$ cat config.mk
export PLATFORM = sky130hd
export DESIGN_NAME = i2c_master_bit_engine_core
export DESIGN_NICKNAME = d
export VERILOG_FILES = /design/src/rtl/core/i2cmbe_pkg.sv /design/src/rtl/core/i2cmbe_front.sv /design/src/rtl/core/i2cmbe_back.sv /design/src/rtl/core/i2c_master_bit_engine_core.sv
export SDC_FILE = /design/constraint.sdc
export NUM_CORES = 1
export LEC_CHECK = 0
export ABC_CLOCK_PERIOD_IN_PS = 9900
export BUFFER_PORTS_ARGS = -buffer_cell sky130_fd_sc_hd__buf_2
export CAP_MARGIN = 25
export CORE_MARGIN = 2
export CORE_UTILIZATION = 65
export CTS_BUF_LIST = sky130_fd_sc_hd__clkbuf_4 sky130_fd_sc_hd__clkbuf_8
export DETAILED_ROUTE_END_ITERATION = 12
export HOLD_SLACK_MARGIN = 0.08
export PLACE_DENSITY = 0.86
export SETUP_SLACK_MARGIN = 0.05
export SYNTH_ARGS = -nofsm -noshare
export SYNTH_HDL_FRONTEND = slang
export SYNTH_SLANG_ARGS = --single-unit
$ cat constraint.sdc
create_clock -name clk -period 9.9 [get_ports clk]
set_clock_uncertainty 0.1 [all_clocks]
set_input_delay 0.99 -clock clk [delete_from_list [all_inputs] [get_ports clk]]
set_output_delay 0.99 -clock clk [all_outputs]
set_load 0.05 [all_outputs]
$ cat src/rtl/core/i2cmbe_pkg.sv
package i2cmbe_pkg;

	localparam int TICK_CNT_W = 16;
	localparam logic [15:0] PHASE_TICKS_RST = 16'd165;

	localparam logic [4:0] STEP_IDLE = 5'd0;
	localparam logic [4:0] STEP_FIRST = 5'd1;
	localparam logic [4:0] LAST_STEP_SHORT = 5'd2;
	localparam logic [4:0] LAST_STEP_WRITE = 5'd27;
	localparam logic [4:0] LAST_STEP_READ = 5'd19;
	localparam logic [4:0] WR_BITS_END = 5'd24;
	localparam logic [4:0] WR_ACK_SAMPLE = 5'd26;
	localparam logic [4:0] RD_BITS_END = 5'd16;
	localparam logic [4:0] RD_ACK_HIGH = 5'd18;
	localparam logic [4:0] RD_RELEASE = 5'd19;

	localparam logic [1:0] K_LOW_HOLD = 2'd0;
	localparam logic [1:0] K_LOW_DATA = 2'd1;
	localparam logic [1:0] K_HIGH = 2'd2;

	typedef enum logic [1:0] {
		MODE_START = 2'd0,
		MODE_STOP  = 2'd1,
		MODE_WRITE = 2'd2,
		MODE_READ  = 2'd3
	} mode_t;

	typedef struct packed {
		logic       start_cmd;
		mode_t      mode;
		logic [7:0] tx_byte;
		logic       ack_to_send;
		logic       sda_in;
	} req_t;

	typedef struct packed {
		logic       scl_out;
		logic       sda_out;
		logic       busy_res;
		logic       done_res;
		logic [7:0] rx_byte;
		logic       ack_received;
	} rsp_t;

	// Queue entry: the request's fields, with start_cmd stored as is_cmd.
	typedef struct packed {
		logic       is_cmd;
		mode_t      mode;
		logic [7:0] tx_byte;
		logic       ack_to_send;
		logic       sda_in;
	} entry_t;

	typedef struct packed {
		logic scl;
		logic sda;
	} lines_t;

	function automatic logic [4:0] last_phase(mode_t m);
		logic [4:0] r;
		unique case (m)
			MODE_WRITE: r = LAST_STEP_WRITE;
			MODE_READ:  r = LAST_STEP_READ;
			default:    r = LAST_STEP_SHORT;
		endcase
		return r;
	endfunction

	// Position of a write phase within its bit, (p - 1) mod 3, for p from 1 to 24.
	function automatic logic [1:0] bit_phase(logic [4:0] p);
		logic [4:0] x;
		logic [8:0] prod;
		logic [2:0] q;
		logic [4:0] rem;
		x = p - 5'd1;
		prod = 9'(x) * 9'd11;
		q = prod[7:5];
		rem = x - 5'(q) * 5'd3;
		return rem[1:0];
	endfunction

	function automatic lines_t drive_phase(mode_t m, logic [4:0] p, logic msb, logic ackp,
			lines_t cur);
		lines_t r;
		r = cur;
		unique case (m)
			MODE_START: begin
				r.scl = 1'b1;
				r.sda = (p == STEP_FIRST);
			end
			MODE_STOP: begin
				r.scl = 1'b1;
				r.sda = (p != STEP_FIRST);
			end
			MODE_WRITE: begin
				if (p <= WR_BITS_END) begin
					unique case (bit_phase(p))
						K_LOW_HOLD: r.scl = 1'b0;
						K_LOW_DATA: begin
							r.scl = 1'b0;
							r.sda = msb;
						end
						default: r.scl = 1'b1;
					endcase
				end else begin
					r.scl = (p == WR_ACK_SAMPLE);
					r.sda = 1'b1;
				end
			end
			default: begin
				if (p <= RD_BITS_END) begin
					r.scl = p[0];
					r.sda = 1'b1;
				end else if (p == RD_RELEASE) begin
					r.scl = 1'b0;
					r.sda = 1'b1;
				end else begin
					r.scl = (p == RD_ACK_HIGH);
					r.sda = ackp;
				end
			end
		endcase
		return r;
	endfunction

endpackage

$ cat src/rtl/core/i2cmbe_front.sv
module i2cmbe_front (
	input  logic                 clk,
	input  logic                 arst_n,
	input  logic                 req_valid,
	output logic                 req_ready,
	input  i2cmbe_pkg::req_t     req,
	output logic                 q_valid,
	input  logic                 q_pop,
	output i2cmbe_pkg::entry_t   q_head
);
	import i2cmbe_pkg::*;

	entry_t     mem_q [2];
	logic       wr_ptr_q;
	logic       rd_ptr_q;
	logic [1:0] count_q;
	logic       push;
	entry_t     ent;

	assign req_ready = (count_q != 2'd2);
	assign push = req_valid && req_ready;
	assign q_valid = (count_q != 2'd0);
	assign q_head = mem_q[rd_ptr_q];

	always_comb begin
		ent.is_cmd = req.start_cmd;
		ent.mode = req.mode;
		ent.tx_byte = req.tx_byte;
		ent.ack_to_send = req.ack_to_send;
		ent.sda_in = req.sda_in;
	end

	always_ff @(posedge clk) begin
		if (push) begin
			mem_q[wr_ptr_q] <= ent;
		end
	end

	always_ff @(posedge clk or negedge arst_n) begin
		if (!arst_n) begin
			wr_ptr_q <= 1'b0;
			rd_ptr_q <= 1'b0;
			count_q <= 2'd0;
		end else begin
			if (push) begin
				wr_ptr_q <= !wr_ptr_q;
			end
			if (q_pop) begin
				rd_ptr_q <= !rd_ptr_q;
			end
			count_q <= count_q + 2'(push) - 2'(q_pop);
		end
	end

endmodule

$ cat src/rtl/core/i2cmbe_back.sv
module i2cmbe_back (
	input  logic                 clk,
	input  logic                 arst_n,
	input  logic [15:0]          phase_ticks,
	input  logic                 q_valid,
	output logic                 q_pop,
	input  i2cmbe_pkg::entry_t   q_head,
	output logic                 rsp_valid,
	input  logic                 rsp_ready,
	output i2cmbe_pkg::rsp_t     rsp
);
	import i2cmbe_pkg::*;

	localparam int CMP_W = ((TICK_CNT_W > 16) ? TICK_CNT_W : 16) + 1;

	logic [TICK_CNT_W-1:0] tick_q, tick_n;
	logic [4:0]            step_q, step_n;
	mode_t                 mode_q, mode_n;
	logic [7:0]            shift_q, shift_n;
	logic [7:0]            recv_q, recv_n;
	logic                  ack_seen_q, ack_seen_n;
	logic                  ackp_q, ackp_n;
	lines_t                lines_q, lines_n;
	logic                  done;
	logic                  phase_end;
	logic                  out_valid_q;
	rsp_t                  rsp_q;
	logic                  fire;

	assign fire = q_valid && (!out_valid_q || rsp_ready);
	assign q_pop = fire;
	assign rsp_valid = out_valid_q;
	assign rsp = rsp_q;

	assign phase_end = ((CMP_W'(tick_q) + CMP_W'(1)) >= CMP_W'(phase_ticks))
		|| (tick_q == {TICK_CNT_W{1'b1}});

	always_comb begin
		tick_n = tick_q;
		step_n = step_q;
		mode_n = mode_q;
		shift_n = shift_q;
		recv_n = recv_q;
		ack_seen_n = ack_seen_q;
		ackp_n = ackp_q;
		lines_n = lines_q;
		done = 1'b0;
		if (step_q == STEP_IDLE) begin
			if (q_head.is_cmd) begin
				mode_n = q_head.mode;
				shift_n = q_head.tx_byte;
				ackp_n = q_head.ack_to_send;
				tick_n = '0;
				step_n = STEP_FIRST;
				lines_n = drive_phase(q_head.mode, STEP_FIRST, q_head.tx_byte[7],
					q_head.ack_to_send, lines_q);
			end
		end else if (phase_end) begin
			if (mode_q == MODE_WRITE) begin
				if (step_q <= WR_BITS_END && bit_phase(step_q) == K_HIGH) begin
					shift_n = {shift_q[6:0], 1'b0};
				end else if (step_q == WR_ACK_SAMPLE) begin
					ack_seen_n = q_head.sda_in;
				end
			end else if (mode_q == MODE_READ) begin
				if (step_q <= RD_BITS_END && step_q[0]) begin
					shift_n = {shift_q[6:0], q_head.sda_in};
				end
				if (step_q == RD_BITS_END) begin
					recv_n = shift_q;
				end
			end
			tick_n = '0;
			if (step_q >= last_phase(mode_q)) begin
				step_n = STEP_IDLE;
				done = 1'b1;
				if (mode_q == MODE_START) begin
					lines_n.scl = 1'b0;
				end
			end else begin
				step_n = step_q + 5'd1;
				lines_n = drive_phase(mode_q, step_n, shift_n[7], ackp_q, lines_q);
			end
		end else begin
			tick_n = tick_q + TICK_CNT_W'(1);
		end
	end

	always_ff @(posedge clk or negedge arst_n) begin
		if (!arst_n) begin
			tick_q <= '0;
			step_q <= STEP_IDLE;
			mode_q <= MODE_START;
			shift_q <= 8'd0;
			recv_q <= 8'd0;
			ack_seen_q <= 1'b1;
			ackp_q <= 1'b0;
			lines_q <= '{scl: 1'b1, sda: 1'b1};
			out_valid_q <= 1'b0;
		end else begin
			if (fire) begin
				tick_q <= tick_n;
				step_q <= step_n;
				mode_q <= mode_n;
				shift_q <= shift_n;
				recv_q <= recv_n;
				ack_seen_q <= ack_seen_n;
				ackp_q <= ackp_n;
				lines_q <= lines_n;
				out_valid_q <= 1'b1;
			end else if (rsp_ready) begin
				out_valid_q <= 1'b0;
			end
		end
	end

	always_ff @(posedge clk) begin
		if (fire) begin
			rsp_q.scl_out <= lines_n.scl;
			rsp_q.sda_out <= lines_n.sda;
			rsp_q.busy_res <= (step_n != STEP_IDLE);
			rsp_q.done_res <= done;
			rsp_q.rx_byte <= recv_n;
			rsp_q.ack_received <= ack_seen_n;
		end
	end

endmodule

$ cat src/rtl/core/i2c_master_bit_engine_core.sv
// Channel    Direction  Handshake            Payload
// req        in         req_valid/req_ready  req_t: start_cmd, mode, tx_byte, ack_to_send, sda_in
// rsp        out        rsp_valid/rsp_ready  rsp_t: scl_out, sda_out, busy, done, rx_byte, ack
// cfg        in         cfg_we               cfg_wdata: phase_ticks
//
// One item per cycle sustained while rsp is not stalled; an item is first written into
// the two-entry queue, and its result is then held in the output register.
// Reset empties the queue and clears the output valid and the sequencer state; phase_ticks
// returns to 165.
// A stalled rsp holds the sequencer; req keeps being taken until the queue is full.
module i2c_master_bit_engine_core (
	input  logic               clk,
	input  logic               arst_n,
	input  logic               req_valid,
	output logic               req_ready,
	input  i2cmbe_pkg::req_t   req,
	output logic               rsp_valid,
	input  logic               rsp_ready,
	output i2cmbe_pkg::rsp_t   rsp,
	input  logic               cfg_we,
	input  logic [15:0]        cfg_wdata
);
	import i2cmbe_pkg::*;

	logic [15:0] phase_ticks_q;
	logic        q_valid;
	logic        q_pop;
	entry_t      q_head;

	always_ff @(posedge clk or negedge arst_n) begin
		if (!arst_n) begin
			phase_ticks_q <= PHASE_TICKS_RST;
		end else if (cfg_we) begin
			phase_ticks_q <= cfg_wdata;
		end
	end

	i2cmbe_front u_front (
		.clk       (clk),
		.arst_n    (arst_n),
		.req_valid (req_valid),
		.req_ready (req_ready),
		.req       (req),
		.q_valid   (q_valid),
		.q_pop     (q_pop),
		.q_head    (q_head)
	);

	i2cmbe_back u_back (
		.clk         (clk),
		.arst_n      (arst_n),
		.phase_ticks (phase_ticks_q),
		.q_valid     (q_valid),
		.q_pop       (q_pop),
		.q_head      (q_head),
		.rsp_valid   (rsp_valid),
		.rsp_ready   (rsp_ready),
		.rsp         (rsp)
	);

endmodule

==> flow_summary.ini <==
[status]
status = finished, final reports clean

[clock_tree]
cts_num_sinks = 103
clkSlewWorstSetupHoldPaths_ns = 0.11
cts_resized = 0
cts-root-buf = clkbuf_8
cts_tree = yes
clock_path_buffers = 2
post_cts_buffers = 0
cts_buffers = 9
clk_latency_ns = 0.37
htreeDepth = 3
postCtsHoldBufs = 0

[synth]
ys_seq_area_frac = 0.461
syn_inst = 553
syn-num-nets = 642
ys_seq_elements = 103
synthArstFlopShare = 0.621
synth.distinct_cells = 66
syn-mean-instance-area_sq_um = 10.9
yosys_warnings = 0
synth_edf_count = 39
synthFlopType = dfrtp_1
syn_area_sq_um = 6030

[power_and_ir_drop]
power_density_nw_per_um2 = 201
vdd_drop_max_mv = 0.162
p_leak_uw = 0.00301

[final_layout]
final_cell_mix = dfrtp_1 (57), ha_1 (53), nand2_1 (52)
multi_input_area_sq_um = 3000
design_area_sq_um = 6530
regArea_sq_um = 2780
mostFrequentLayoutCell = dfrtp_1
fillers = 648
antennaDiodeCount = 0
final-instance-count-excl-fill = 711
syn2layout_area_growth_pct = 8.13
layout-drive-gt1-share = 0.195
nets = 684

[global_routing]
grt_pass1_wl_um = 20000
grt_pass1_vias = 4285
grt-ovfl-total = 0
antenna_found_initial = 0
grt_max_degree = 65
groute.usage.overall = 0.251

[die]
fp.dieH_um = 100
die_area_sq_um = 10100
fp-row-count = 35
core-area_sq_um = 9110
die_w_um = 100
pin_count = 49
floorplan.initialDensity = 0.663

[timing]
period_minus_slack_ns = 5.48
rsz0062_at_grt = false
fmax_ghz = 0.183
maxSlewViolCount = 0
finalHoldViolations = 0
maxSlewHeadroom = 0.405
setup_viol = 0
post-route-period-util = 0.553
worstMarginPinSlew_ns = 0.889
tns_ns = 0

[placement]
dp_cells = 694
dpl_cell_area_sq_um = 6330
gp_congestion = 0.931
port_buffers = 48
dp_hpwl_um = 8770

[flow_run]
drv_cap = 0

[worst_setup_path]
required_ns = 10.09
path_class = reg2reg
cp_max_fo = 16
critPathLaunchType = flop
crit_arrival_ns = 5.67
cp-end-kind = flop

[detailed_routing]
via_per_inst = 6.02
wirelength_um = 11900
ant_nets = 0
avgRoutedWirePerCell_um = 16.8
remaining_drc_errors = 0
drtPass1Iterations = 5
dr_total_vias = 4278
drt-initial-drc-count = 264

[min_path]
min_path_type = reg2reg
[path summary, 6_finish.rpt]
check / from / endpoint / slack, ns / cells past startpoint
min in group asynchronous: arst_n / u_back.step_q[4]$_DFFE_PN0P_ / 0.70 / 2
max: u_back.step_q[0]$_DFFE_PN0P_ / u_back.lines_q[0]$_DFFE_PN1P_ / 4.42 / 19
max in group asynchronous: arst_n / u_back.shift_q[4]$_DFFE_PN0P_ / 8.46 / 2
max reg2reg: u_back.step_q[0]$_DFFE_PN0P_ / u_back.lines_q[0]$_DFFE_PN1P_ / 4.42 / 19
min reg2reg: u_front.wr_ptr_q$_DFFE_PN0P_ / u_front.wr_ptr_q$_DFFE_PN0P_ / 0.40 / 1
min: u_front.wr_ptr_q$_DFFE_PN0P_ / u_front.wr_ptr_q$_DFFE_PN0P_ / 0.40 / 1
[layout make-up]
cell class | instances | share of cell area
Clock inverter | 7 | 0.00959
Multi-Input combinational cell | 388 | 0.459
Timing Repair Buffer | 51 | 0.0403
Sequential cell | 103 | 0.426
Clock buffer | 9 | 0.0190
Tap cell | 111 | 0.0213
Inverter | 42 | 0.0242
[cells by family after synthesis]
logic type               synth area share
AO/OA/AOI/OAI                       0.131
XOR/XNOR                           0.0533
adder cells (fa/ha/maj)             0.117
buffers and inverters              0.0423
flip-flops                          0.461
multiplexers                       0.0833
AND/OR/NAND/NOR                     0.113
[critical path, stage by stage (launching register included)]
cell and delay (ns):
dfrtp_1 0.70, inv_1 0.34, ha_1 0.43, or3b_1 0.40, mux2i_1 0.19, o221ai_2 0.17, ha_1 0.32, ha_1 0.28
nand4_1 0.11, a21boi_0 0.25, nor2_1 0.07, ha_1 0.20, xor2_1 0.20, xnor2_1 0.12, xnor2_1 0.26, xnor2_2 0.17
mux2i_1 0.35, nor4b_1 0.34, o31ai_2 0.12, mux2_4 0.26
[registers in the layout, summed over array words and instances (netlist names)]
name	cells
u_front.rd_ptr_q	1
u_front.wr_ptr_q	1
phase_ticks_q	16
u_back.tick_q	16
u_back.mode_q	2
u_front.mem_q	26
u_back.rsp	13
u_back.shift_q	8
u_back.lines_q	2
u_back.ack_seen_q	1
u_back.rsp_valid	1
u_front.count_q	2
u_back.ackp_q	1
u_back.step_q	5
u_back.recv_q	8
[cells in the mapped netlist (3+ instances only)]
| library cell | instances | share of area |
|---|---|---|
| xor2_1 | 10 | 0.015 |
| o31ai_1 | 3 | 0.0037 |
| o22ai_1 | 8 | 0.0083 |
| nand2_1 | 52 | 0.032 |
| a21o_1 | 8 | 0.010 |
| nor2_1 | 27 | 0.017 |
| xnor2_1 | 23 | 0.033 |
| nand3_1 | 17 | 0.014 |
| inv_1 | 41 | 0.026 |
| a211oi_1 | 10 | 0.012 |
| nor2b_1 | 3 | 0.0031 |
| dfrtp_1 | 57 | 0.24 |
| nor3_1 | 7 | 0.0058 |
| clkbuf_1 | 12 | 0.0075 |
| a32o_1 | 12 | 0.020 |
| ha_1 | 53 | 0.11 |
| nand4_1 | 8 | 0.0083 |
| mux2i_1 | 15 | 0.025 |
| mux2_2 | 30 | 0.056 |
| a21oi_1 | 11 | 0.0091 |
| buf_4 | 3 | 0.0037 |
| buf_2 | 3 | 0.0025 |
| o21ai_0 | 32 | 0.027 |
| dfstp_2 | 7 | 0.030 |
| and3_1 | 7 | 0.0073 |
| edfxtp_1 | 39 | 0.19 |
[power breakdown]
part | switching [uW] | total, uW | internal (uW) | leakage [uW]
logic | 307 | 496 | 188 | 0.00174
clock network | 149 | 246 | 96.3 | 0.0000914
registers | 49.1 | 567 | 518 | 0.00118
[metal layers]
| layer | GRT usage | up-vias | share of wire |
|---|---|---|---|
| met5 | 0 | - | 0 |
| met4 | 0.0843 | 0 | 0.013 |
| met3 | 0.0418 | 15 | 0.046 |
| met2 | 0.424 | 117 | 0.50 |
| met1 | 0.332 | 2059 | 0.44 |
| li1 | - | 2087 | - |
[stage by stage]
| step | total power (uW) | utilization | setup slack (ns) | hold WS (ns) |
|---|---|---|---|---|
| 6_report | 1310 | 0.716 | 4.42 | 0.400 |
| 3_5_place_dp | 1070 | 0.695 | 4.50 | 0.387 |
| 3_3_place_gp | 1030 | 0.695 | 4.77 | 0.374 |
| 2_1_floorplan | 943 | - | 5.25 | 0.360 |
| 5_1_grt | 1390 | 0.716 | 4.04 | 0.431 |
| 4_1_cts | 1310 | 0.716 | 4.45 | 0.402 |
Power figures use the tool's default switching activity.
